**src/hw/rtl/assert_macros.svh**
```systemverilog
// Assertion macros shared by the RTL files of the epoch-to-calendar converter.
`ifndef ASSERT_MACROS_SVH
`define ASSERT_MACROS_SVH

// Clocked assertion that is switched off while reset is high.
`define ASSERT_CLK(label, clk, rst, prop, msg) \
   label: assert property (@(posedge clk) disable iff (rst) prop) else $error(msg);

// Clocked assertion that also holds during reset.
`define ASSERT_CLK_ALWAYS(label, clk, prop, msg) \
   label: assert property (@(posedge clk) prop) else $error(msg);

`endif

```
**src/hw/rtl/e2c_pkg.sv**
```systemverilog
// Package with constants, types and calendar functions for the epoch-to-calendar converter.
`default_nettype none

package e2c_pkg;

   localparam int SECONDS_BITS_DEF = 34;

   localparam int SECS_PER_DAY  = 86400;
   localparam int SECS_PER_HOUR = 3600;
   localparam int SECS_PER_MIN  = 60;

   localparam int YEAR_W  = 12;
   localparam int MONTH_W = 4;
   localparam int DAY_W   = 5;
   localparam int HOUR_W  = 5;
   localparam int MIN_W   = 6;
   localparam int SEC_W   = 6;
   localparam int YLEN_W  = 9;

   localparam logic [YEAR_W-1:0]  FIRST_YEAR    = 12'd1970;
   localparam logic [6:0]         FIRST_MOD100  = 7'd70;
   localparam logic [8:0]         FIRST_MOD400  = 9'd370;
   localparam logic [MONTH_W-1:0] MONTH_JAN     = 4'd1;
   localparam logic [MONTH_W-1:0] MONTH_FEB     = 4'd2;
   localparam logic [MONTH_W-1:0] MONTH_DEC     = 4'd12;

   // Control from the sequencer to the year tracker.
   typedef struct packed {
      logic init;
      logic advance;
   } e2c_year_ctl_type;

   function automatic logic [YLEN_W-1:0] year_length(input logic leap);
      return leap ? 9'd366 : 9'd365;
   endfunction

   function automatic logic [DAY_W-1:0] month_length(input logic [MONTH_W-1:0] mon,
                                                     input logic leap);
      logic [DAY_W-1:0] len;
      case (mon)
         4'd1:    len = 5'd31;
         4'd2:    len = leap ? 5'd29 : 5'd28;
         4'd3:    len = 5'd31;
         4'd4:    len = 5'd30;
         4'd5:    len = 5'd31;
         4'd6:    len = 5'd30;
         4'd7:    len = 5'd31;
         4'd8:    len = 5'd31;
         4'd9:    len = 5'd30;
         4'd10:   len = 5'd31;
         4'd11:   len = 5'd30;
         4'd12:   len = 5'd31;
         default: len = 5'd31;
      endcase
      return len;
   endfunction

endpackage

`default_nettype wire

```
**src/hw/rtl/epoch_seconds_to_calendar.sv**
```systemverilog
// Top level: converts seconds since 1970-01-01 into Gregorian date and time of day.
//
//   channel   direction  handshake          ports
//   request   in         start & !busy      req_epoch_seconds
//   response  out        rsp_valid strobe   rsp_year rsp_month rsp_day rsp_hour
//                                           rsp_minute rsp_second
//
// A transaction runs the restoring division by 86400 over QW = SECONDS_BITS - 16 quotient
// bits, then the divisions into hours and minutes, then year steps that count the whole
// years past 1970 and month steps that count the whole months past January, and then the
// response strobe; the sequencer returns to idle before it accepts the next request.
// All steps go through one shared compare-and-subtract unit under the sequencer.
// busy is high from the accepting edge until the response strobe; reset returns to idle.
// The response is presented for one cycle only and cannot be stalled.
`default_nettype none
`include "assert_macros.svh"

module epoch_seconds_to_calendar #(
   parameter int SECONDS_BITS = e2c_pkg::SECONDS_BITS_DEF
) (
   input  wire logic                          clock,
   input  wire logic                          reset,
   input  wire logic                          start,
   output logic                               busy,
   input  wire logic [SECONDS_BITS-1:0]       req_epoch_seconds,
   output logic                               rsp_valid,
   output logic [e2c_pkg::YEAR_W-1:0]         rsp_year,
   output logic [e2c_pkg::MONTH_W-1:0]        rsp_month,
   output logic [e2c_pkg::DAY_W-1:0]          rsp_day,
   output logic [e2c_pkg::HOUR_W-1:0]         rsp_hour,
   output logic [e2c_pkg::MIN_W-1:0]          rsp_minute,
   output logic [e2c_pkg::SEC_W-1:0]          rsp_second
);
   import e2c_pkg::*;

   localparam int SB     = SECONDS_BITS;
   localparam int QW     = SB - 16;
   localparam int STEP_W = $clog2(QW);

   localparam logic [SB-1:0] DAY_DIV_INIT  = SB'(SECS_PER_DAY) << (QW - 1);
   localparam logic [SB-1:0] HOUR_DIV_INIT = SB'(SECS_PER_HOUR) << (HOUR_W - 1);
   localparam logic [SB-1:0] MIN_DIV_INIT  = SB'(SECS_PER_MIN) << (MIN_W - 1);

   localparam logic [2:0] ST_IDLE  = 3'd0;
   localparam logic [2:0] ST_DDAY  = 3'd1;
   localparam logic [2:0] ST_DHOUR = 3'd2;
   localparam logic [2:0] ST_DMIN  = 3'd3;
   localparam logic [2:0] ST_YEAR  = 3'd4;
   localparam logic [2:0] ST_MONTH = 3'd5;
   localparam logic [2:0] ST_DONE  = 3'd6;

   logic [2:0]          state_ff, state_in;
   logic [SB-1:0]       rem_ff, rem_in;
   logic [SB-1:0]       div_ff, div_in;
   logic [QW-1:0]       days_ff, days_in;
   logic [STEP_W-1:0]   step_ff, step_in;
   logic [HOUR_W-1:0]   hour_ff, hour_in;
   logic [MIN_W-1:0]    minute_ff, minute_in;
   logic [MONTH_W-1:0]  month_ff, month_in;

   logic [SB-1:0]       op_a;
   logic [SB-1:0]       op_b;
   logic [SB-1:0]       diff;
   logic                ge;

   e2c_year_ctl_type    year_ctl;
   logic [YEAR_W-1:0]   year;
   logic                leap;

   e2c_year_tracker u_year (
      .clock (clock),
      .ctl   (year_ctl),
      .year  (year),
      .leap  (leap)
   );

   // Shared compare-and-subtract unit.
   always_comb begin
      case (state_ff)
         ST_YEAR: begin
            op_a = SB'(days_ff);
            op_b = SB'(year_length(leap));
         end
         ST_MONTH: begin
            op_a = SB'(days_ff);
            op_b = SB'(month_length(month_ff, leap));
         end
         default: begin
            op_a = rem_ff;
            op_b = div_ff;
         end
      endcase
   end

   assign diff = op_a - op_b;
   assign ge   = (op_a >= op_b);

   always_comb begin
      state_in         = state_ff;
      rem_in           = rem_ff;
      div_in           = div_ff;
      days_in          = days_ff;
      step_in          = step_ff;
      hour_in          = hour_ff;
      minute_in        = minute_ff;
      month_in         = month_ff;
      year_ctl.init    = 1'b0;
      year_ctl.advance = 1'b0;
      case (state_ff)
         ST_IDLE: begin
            if (start) begin
               rem_in   = req_epoch_seconds;
               div_in   = DAY_DIV_INIT;
               step_in  = STEP_W'(QW - 1);
               days_in  = '0;
               state_in = ST_DDAY;
            end
         end
         // Restoring division, one quotient bit per cycle, high bit first.
         ST_DDAY: begin
            if (ge) begin
               rem_in = diff;
            end
            days_in = {days_ff[QW-2:0], ge};
            div_in  = div_ff >> 1;
            step_in = step_ff - 1'b1;
            if (step_ff == '0) begin
               div_in   = HOUR_DIV_INIT;
               step_in  = STEP_W'(HOUR_W - 1);
               state_in = ST_DHOUR;
            end
         end
         ST_DHOUR: begin
            if (ge) begin
               rem_in = diff;
            end
            hour_in = {hour_ff[HOUR_W-2:0], ge};
            div_in  = div_ff >> 1;
            step_in = step_ff - 1'b1;
            if (step_ff == '0) begin
               div_in   = MIN_DIV_INIT;
               step_in  = STEP_W'(MIN_W - 1);
               state_in = ST_DMIN;
            end
         end
         ST_DMIN: begin
            if (ge) begin
               rem_in = diff;
            end
            minute_in = {minute_ff[MIN_W-2:0], ge};
            div_in    = div_ff >> 1;
            step_in   = step_ff - 1'b1;
            if (step_ff == '0) begin
               year_ctl.init = 1'b1;
               state_in      = ST_YEAR;
            end
         end
         ST_YEAR: begin
            if (ge) begin
               days_in          = diff[QW-1:0];
               year_ctl.advance = 1'b1;
            end else begin
               month_in = MONTH_JAN;
               state_in = ST_MONTH;
            end
         end
         ST_MONTH: begin
            // The remainder is always shorter than the year, so December never overflows.
            if (ge && (month_ff != MONTH_DEC)) begin
               days_in  = diff[QW-1:0];
               month_in = month_ff + 1'b1;
            end else begin
               state_in = ST_DONE;
            end
         end
         ST_DONE: begin
            state_in = ST_IDLE;
         end
         default: begin
            state_in = ST_IDLE;
         end
      endcase
   end

   always_ff @(posedge clock) begin
      if (reset) begin
         state_ff <= ST_IDLE;
      end else begin
         state_ff <= state_in;
      end
   end

   always_ff @(posedge clock) begin
      rem_ff    <= rem_in;
      div_ff    <= div_in;
      days_ff   <= days_in;
      step_ff   <= step_in;
      hour_ff   <= hour_in;
      minute_ff <= minute_in;
      month_ff  <= month_in;
   end

   assign busy       = (state_ff != ST_IDLE);
   assign rsp_valid  = (state_ff == ST_DONE);
   assign rsp_year   = year;
   assign rsp_month  = month_ff;
   assign rsp_day    = days_ff[DAY_W-1:0] + 1'b1;
   assign rsp_hour   = hour_ff;
   assign rsp_minute = minute_ff;
   assign rsp_second = rem_ff[SEC_W-1:0];

   `ASSERT_CLK(a_accept_goes_busy, clock, reset, (start && !busy) |=> busy, "accepted transaction did not raise busy")
   `ASSERT_CLK(a_strobe_then_idle, clock, reset, rsp_valid |=> (!busy && !rsp_valid), "response strobe lasted more than one cycle")
   `ASSERT_CLK(a_month_range, clock, reset, rsp_valid |-> ((rsp_month >= MONTH_JAN) && (rsp_month <= MONTH_DEC)), "month out of range")
   `ASSERT_CLK(a_time_range, clock, reset, rsp_valid |-> ((rsp_hour < 5'd24) && (rsp_minute < 6'd60) && (rsp_second < 6'd60)), "time of day out of range")
   `ASSERT_CLK(a_day_range, clock, reset, rsp_valid |-> ((rsp_day != 5'd0) && (days_ff < QW'(31))), "day of month out of range")
   `ASSERT_CLK_ALWAYS(a_reset_idle, clock, $past(reset) |-> !busy, "not idle after reset")

endmodule

`default_nettype wire

```
**src/hw/rtl/e2c_year_tracker.sv**
```systemverilog
// Year counter with running mod-100 and mod-400 residues for the Gregorian leap rule.
`default_nettype none

module e2c_year_tracker (
   input  wire logic                       clock,
   input  wire e2c_pkg::e2c_year_ctl_type  ctl,
   output logic [e2c_pkg::YEAR_W-1:0]      year,
   output logic                            leap
);
   import e2c_pkg::*;

   logic [YEAR_W-1:0] year_ff, year_in;
   logic [6:0]        mod100_ff, mod100_in;
   logic [8:0]        mod400_ff, mod400_in;

   // The residues track the true year, so the leap rule stays right even after
   // the twelve-bit year wraps; 4096 is a multiple of four.
   always_comb begin
      year_in   = year_ff;
      mod100_in = mod100_ff;
      mod400_in = mod400_ff;
      if (ctl.init) begin
         year_in   = FIRST_YEAR;
         mod100_in = FIRST_MOD100;
         mod400_in = FIRST_MOD400;
      end else if (ctl.advance) begin
         year_in   = year_ff + 1'b1;
         mod100_in = (mod100_ff == 7'd99)  ? 7'd0 : mod100_ff + 1'b1;
         mod400_in = (mod400_ff == 9'd399) ? 9'd0 : mod400_ff + 1'b1;
      end
   end

   always_ff @(posedge clock) begin
      year_ff   <= year_in;
      mod100_ff <= mod100_in;
      mod400_ff <= mod400_in;
   end

   assign year = year_ff;
   assign leap = (year_ff[1:0] == 2'b00) && ((mod100_ff != 7'd0) || (mod400_ff == 9'd0));

endmodule

`default_nettype wire
```
**config.mk**
```make
export PLATFORM = sky130hd
export DESIGN_NAME = epoch_seconds_to_calendar
export DESIGN_NICKNAME = d
export VERILOG_FILES = /design/src/hw/rtl/e2c_pkg.sv /design/src/hw/rtl/epoch_seconds_to_calendar.sv /design/src/hw/rtl/e2c_year_tracker.sv
export VERILOG_INCLUDE_DIRS = /design/src /design/src/hw/rtl
export SDC_FILE = /design/constraint.sdc
export NUM_CORES = 1
export LEC_CHECK = 0
export ABC_AREA = 1
export BUFFER_PORTS_ARGS = -buffer_cell sky130_fd_sc_hd__buf_2
export CORE_UTILIZATION = 45
export DETAILED_ROUTE_END_ITERATION = 16
export PLACE_DENSITY = 0.68
export SLEW_MARGIN = 30
export SYNTH_ARGS = -nofsm -noshare
export SYNTH_HDL_FRONTEND = slang
export SYNTH_SLANG_ARGS = --single-unit
```
**constraint.sdc**
```tcl
create_clock -name clock -period 5 [get_ports clock]
set_input_delay 1 -clock clock [delete_from_list [all_inputs] [get_ports clock]]
set_output_delay 1 -clock clock [all_outputs]
set_load 0.02 [all_outputs]
```
# Yosys cells after proc, flatten, opt, wreduce, memory -nomap -nowiden

Index checks and enable logic that the tools add are counted.

Add/subtract/negate cells: 7
Order comparisons: 1
Equality and inequality tests: 23
Muxes and demuxes: 36
Reductions and logical operators: 21

Operators with widths:

| cell                                                 | number |
|---|---|
| 2-to-1 mux 34 bit                                    | 4 |
| case mux 34 bit (2 select lines)                     | 2 |
| case mux 34 bit (4 select lines)                     | 1 |
| case mux 18 bit (4 select lines)                     | 1 |
| 2-to-1 mux 33 bit                                    | 2 |
| 2-to-1 mux 18 bit                                    | 3 |
| greater-or-equal comparator 34 bit                   | 1 |
| subtractor 34 bit                                    | 1 |
| case mux 5 bit (4 select lines)                      | 1 |
| 2-to-1 mux 3 bit                                     | 6 |
| case mux 3 bit (6 select lines)                      | 1 |
| inequality test 2 bit (second input constant)        | 8 |
| 2-to-1 mux 5 bit                                     | 3 |
| adder 12 x 1 -> 12 bit (second input constant)       | 1 |
| adder 9 x 1 -> 9 bit (second input constant)         | 1 |
| equality test 3 bit (second input constant)          | 3 |
| equality test 9 bit (second input constant)          | 1 |
| zero test 9 bit                                      | 1 |
| 2-to-1 mux 9 bit                                     | 1 |
| equality test 4 x 3 -> 1 bit (second input constant) | 2 |
| equality test 4 bit (second input constant)          | 2 |
| 2-to-1 mux 4 bit                                     | 2 |
| case mux 4 bit (2 select lines)                      | 1 |
| nonzero test 4 bit                                   | 2 |
| 29 further kinds                                     | 37 |

Register bits: 137
Input bits: 37
Output and inout bits: 40
Logic and storage cells: 99

# Logic depth before layout (Yosys ltp)

Word-level depth: 10
Mapped depth: 23

# Modules after synthesis

Synthesis repeated with hierarchy kept, for this count alone.

Cells, all modules: 1135
Area total of the unflattened synthesis: 8897.3 um^2

Modules (own cells, without submodules):

| module                    | times used | cells each | area an instance (um^2) |
|---|---|---|---|
| epoch_seconds_to_calendar | 1          | 930        | 7440.9 |
| e2c_year_tracker          | 1          | 205        | 1456.4 |

# Worst setup path before layout

No wires, ideal clock.

Path type: input port to flip-flop
Start: input port start
End: register rem_ff[0] (enable)
Data arrival time: 3.773 ns
Path slack: 0.838 ns
Stages on the path: 4
Cells stage by stage: nor2_1 -> nor2_1 -> o21ai_0 -> inv_1

Word-level cells in the longest chain between the ends: 2

Ends and longest elaborated chain:

| element                         | RTL line                         | RTL |
|---|---|---|
| start: declaration              | epoch_seconds_to_calendar.sv:23  | `input wire logic start,` |
| inequality test 2 bit (no line) | n/a                              |  |
| AND reduction 3 bit (no line)   | n/a                              |  |
| end signal: assignment          | epoch_seconds_to_calendar.sv:194 | `rem_ff <= rem_in;` |
| end: declaration                | epoch_seconds_to_calendar.sv:53  | `logic [SB-1:0] rem_ff, rem_in;` |

Every way passes these cells.
A chain may end at the register's enable or synchronous reset.

# Final worst setup path

Start: register u_year.mod400_ff[0]
End: register month_ff[2] (netlist: rsp_month[2]) (enable)

Word-level cells in the longest chain between the ends: 10
Elaborated cells between the ends (all ways): 12

Ends and longest elaborated chain:

| element                                | RTL line                         | RTL |
|---|---|---|
| start: declaration                     | e2c_year_tracker.sv:14           | `logic [8:0] mod400_ff, mod400_in;` |
| start signal: assignment               | e2c_year_tracker.sv:36           | `mod400_ff <= mod400_in;` |
| zero test 9 bit (*)                    | e2c_year_tracker.sv:40           | `assign leap = (year_ff[1:0] == 2'b00) && ((mod100_ff != 7'd0) \|\| (mod400_ff == 9'd0));` |
| logical OR 1 bit (*)                   | e2c_year_tracker.sv:40           |  |
| logical AND 1 bit (*)                  | e2c_year_tracker.sv:40           |  |
| 2-to-1 mux 1 bit                       | e2c_pkg.sv:42                    | `4'd2: len = leap ? 5'd29 : 5'd28;` |
| case mux 2 bit (2 select lines)        | e2c_pkg.sv:40                    | `case (mon)` |
| case mux 34 bit (2 select lines) (*)   | epoch_seconds_to_calendar.sv:79  | `case (state_ff)` |
| greater-or-equal comparator 34 bit (*) | epoch_seconds_to_calendar.sv:96  | `assign ge = (op_a >= op_b);` |
| logical AND 1 bit                      | epoch_seconds_to_calendar.sv:169 | `if (ge && (month_ff != MONTH_DEC)) begin` |
| inequality test 2 bit (no line)        | n/a                              |  |
| AND reduction 3 bit (no line) (*)      | n/a                              |  |
| end signal: assignment                 | epoch_seconds_to_calendar.sv:200 | `month_ff <= month_in;` |
| end: declaration                       | epoch_seconds_to_calendar.sv:59  | `logic [MONTH_W-1:0] month_ff, month_in;` |

Every way passes the cells marked *; elsewhere a longest branch is shown, timed or not.

==> summary.txt <==
Logic synthesis
  – Post-synthesis register bit count: 137
  – Area share of the largest cell type after synthesis: 35.7%
  – Commonest cells in the netlist: 297 x nand2_1, 158 x inv_1, 122 x nor2_1, 106 x edfxtp_1, 68 x o21ai_0
  – Ys flop type: edfxtp_1
  – Sequential area share after synthesis: 42.7%
  – Synthesized cell area: 8920 um2
  – Synth area leaders: edfxtp_1 36%, nand2_1 13%, dfxtp_1 7.0%
  – Number of flops mapped to enable cells by yosys: 106
  – Syn_nets: 1,237
  – Simple-gate share of the synthesized area: 26.6%
  – Post-synthesis compound-gate area fraction: 11.6%
  – Post-synthesis adder-cell area fraction: 6.68%
  – Main combinational cell family by area after synthesis: simple AND/OR/NAND/NOR gates
  – Mapped Cells: 1,153
  – Synth Area in XOR/XNOR: 3.34%
  – Post-Syn Area per Cell: 7.73 um2
  – Yosys warns: 0
  – Post-synth ARST share: 0%
  – Area leader, netlist: edfxtp_1
  – Post-synthesis mux area share: 0%
  – Most frequent cell after synthesis: nand2_1
  – Distinct cells, synth: 46

Min path
  – Hold Crit Class: flip-flop to flip-flop

Run
  – Max_cap viols: 0

Clock tree
  – CTS clk-pin slew, worst paths: 0.06 ns
  – CTS root buf: clkbuf_16
  – Clock sinks: 137
  – Post-CTS Resized: 0
  – CTS tree: yes
  – Total setup buffers inserted after CTS: 0
  – Hold buffers post-CTS: 0
  – CTS Buffer Depth: 2
  – Worst skew pair latency: 0.43 ns
  – Deepest level of the CTS H-tree: 4
  – Total CTS buffers: 17

STA
  – Layout Skew: 0.00997 ns
  – Tightest Pin Transition: 0.778 ns
  – Pins Over Slew Limit: 0
  – Setup violators final: 0
  – RSZ-0062 raised after global routing: false
  – Max Clock Freq: 0.261 GHz
  – Final period utilization: 76.5%
  – Setup TNS: 0 ns
  – Hold_ws: 0.443 ns
  – Final Critical Period: 3.83 ns
  – Fin. Hold Viols: 0
  – Max-slew headroom: 48.1%

Floorplanning
  – Initial Utilization: 45.8%
  – Die Y: 143 um
  – Die width: 143 um
  – Cell Rows: 51
  – Die area: 20,400 um2
  – Ports: 77
  – Core area: 19,500 um2

Final layout
  – Layout area overhead: 14.6%
  – Utilization after layout: 52.5%
  – Final nets: 1,307
  – Final instance area: 10,200 um2
  – Fillers: 1,861
  – Proportion of layout cells with a drive suffix above 1: 13.2%
  – Antenna cells: 0

Global route
  – Grt total ovfl: 0
  – Largest net degree at the start of global routing: 73
  – First-pass GRT wire length: 35.8 mm
  – GRT Total Usage: 22.7%
  – Initial antenna violation count: 0
  – Vias in the first global route: 7,288

Setup path
  – Setup crit start kind: flip-flop
  – Worst EP arrival: 3.90 ns
  – Crit path max fanout: 28
  – Kind of end point of the critical path: flip-flop
  – CP required: 5.07 ns
  – Crit Path Class: flip-flop to flip-flop

Detailed routing
  – DRC: 0
  – Post-Route WL: 22.3 mm
  – Vias/cell: 5.13
  – Antenna viol nets, final: 0
  – Wire length per cell: 14.9 um
  – Vias: 7,705
  – Number of DRC markers in iteration 0: 510
  – TritonRoute pass-1 iters: 6

Placement
  – Detail Placement HPWL: 16.4 mm
  – Placement Cell Area: 9520 um2
  – Gpl congestion: 0.957
  – IO buf count: 76

Outcome
  – Status: completed
==> metrics by stage <==
step | setup WS (ns) | cells
floorplan | 0.838 | 1153
global placement | 1.28 | 1469
detailed placement | 1.26 | 1469
CTS | 1.20 | 1501
global route | 0.792 | 1501
finish | 1.17 | 1501
==> registers in the layout, indices dropped and copies added, names as in the netlist <==
register / cells
state_ff: 3
rsp_hour: 5
u_year.mod100_ff: 7
u_year.mod400_ff: 9
rem_ff: 34
rsp_minute: 6
rsp_month: 4
step_ff: 5
div_ff: 34
u_year.year: 12
days_ff: 18
==> critical path, cell delays in order, from the launching register on <==
cell and delay [ns]:
dfxtp_1 0.38, inv_1 0.10, ha_1 0.21, nand3_1 0.08, nor3_1 0.04, nand3_1 0.08, nand4_1 0.07, nand2_1 0.08
inv_1 0.06, nand2_1 0.07, o21ai_0 0.08, a21oi_1 0.13, ha_1 0.24, inv_1 0.12, fa_1 0.50, nand4_1 0.16
nand3_2 0.17, nand2_2 0.16, a21oi_4 0.20, nor3_1 0.49
==> cells by family after synthesis <==
group	count (synthesis)
compound gates	182
fa+ha+maj	47
buf+inv	199
flops	137
simple gates	554
xor+xnor	34
==> metal layers <==
layer  routed length, um  global-route usage [%]  up-vias
met3                1130                    4.73       38
met5                   0                       0        -
met2               10200                    37.4      202
li1                    -                       -     3921
met4                 567                    8.66        0
met1               10500                    29.1     3544
==> layout by cell type (no fill, tap or decap), types with 3 or more instances in the layout <==
cell type,n
clkbuf_16,17
xor2_1,21
a21o_1,6
a31oi_1,4
o21bai_1,8
o211ai_1,8
nor4_1,5
nand2_1,296
nand3_1,60
a21oi_1,55
dfxtp_1,31
a21boi_0,4
inv_2,5
bufinv_16,7
nor2_1,120
buf_2,76
xnor2_1,13
nand3b_1,7
nor3_1,18
o21ai_1,8
nor2_4,6
inv_1,158
clkinv_1,3
o21ai_0,68
nand2_2,15
a21oi_2,4
edfxtp_1,106
nand4_1,9
nor2_2,9
ha_1,46
clkinvlp_4,3
o22ai_1,10
buf_4,9
==> worst paths after layout <==
path	start	cells past startpoint	slack [ns]	endpoint
worst max-delay path	u_year.mod400_ff[0]$_SDFFE_PP0P_	19	1.17	rsp_month[2]$_SDFFCE_PP0P_
worst min-delay path	rsp_hour[2]$_DFFE_PP_	0	0.44	rsp_hour[3]$_DFFE_PP_
worst min register to register	rsp_hour[2]$_DFFE_PP_	0	0.44	rsp_hour[3]$_DFFE_PP_
worst max register to register	u_year.mod400_ff[0]$_SDFFE_PP0P_	19	1.17	rsp_month[2]$_SDFFCE_PP0P_
==> layout make-up <==
type                            count  area (um2)  area share [%]
Multi-Input combinational cell    817        4320            42.3
Sequential cell                   137        3800            37.2
Inverter                          165         619            6.06
Timing Repair Buffer               85         448            4.38
Clock buffer                       17         425            4.16
Tap cell                          265         332            3.24
Clock inverter                     15         272            2.66
Power is not shown: default switching activity piles up to over one toggle a cycle in this logic, so the estimate is an artifact.
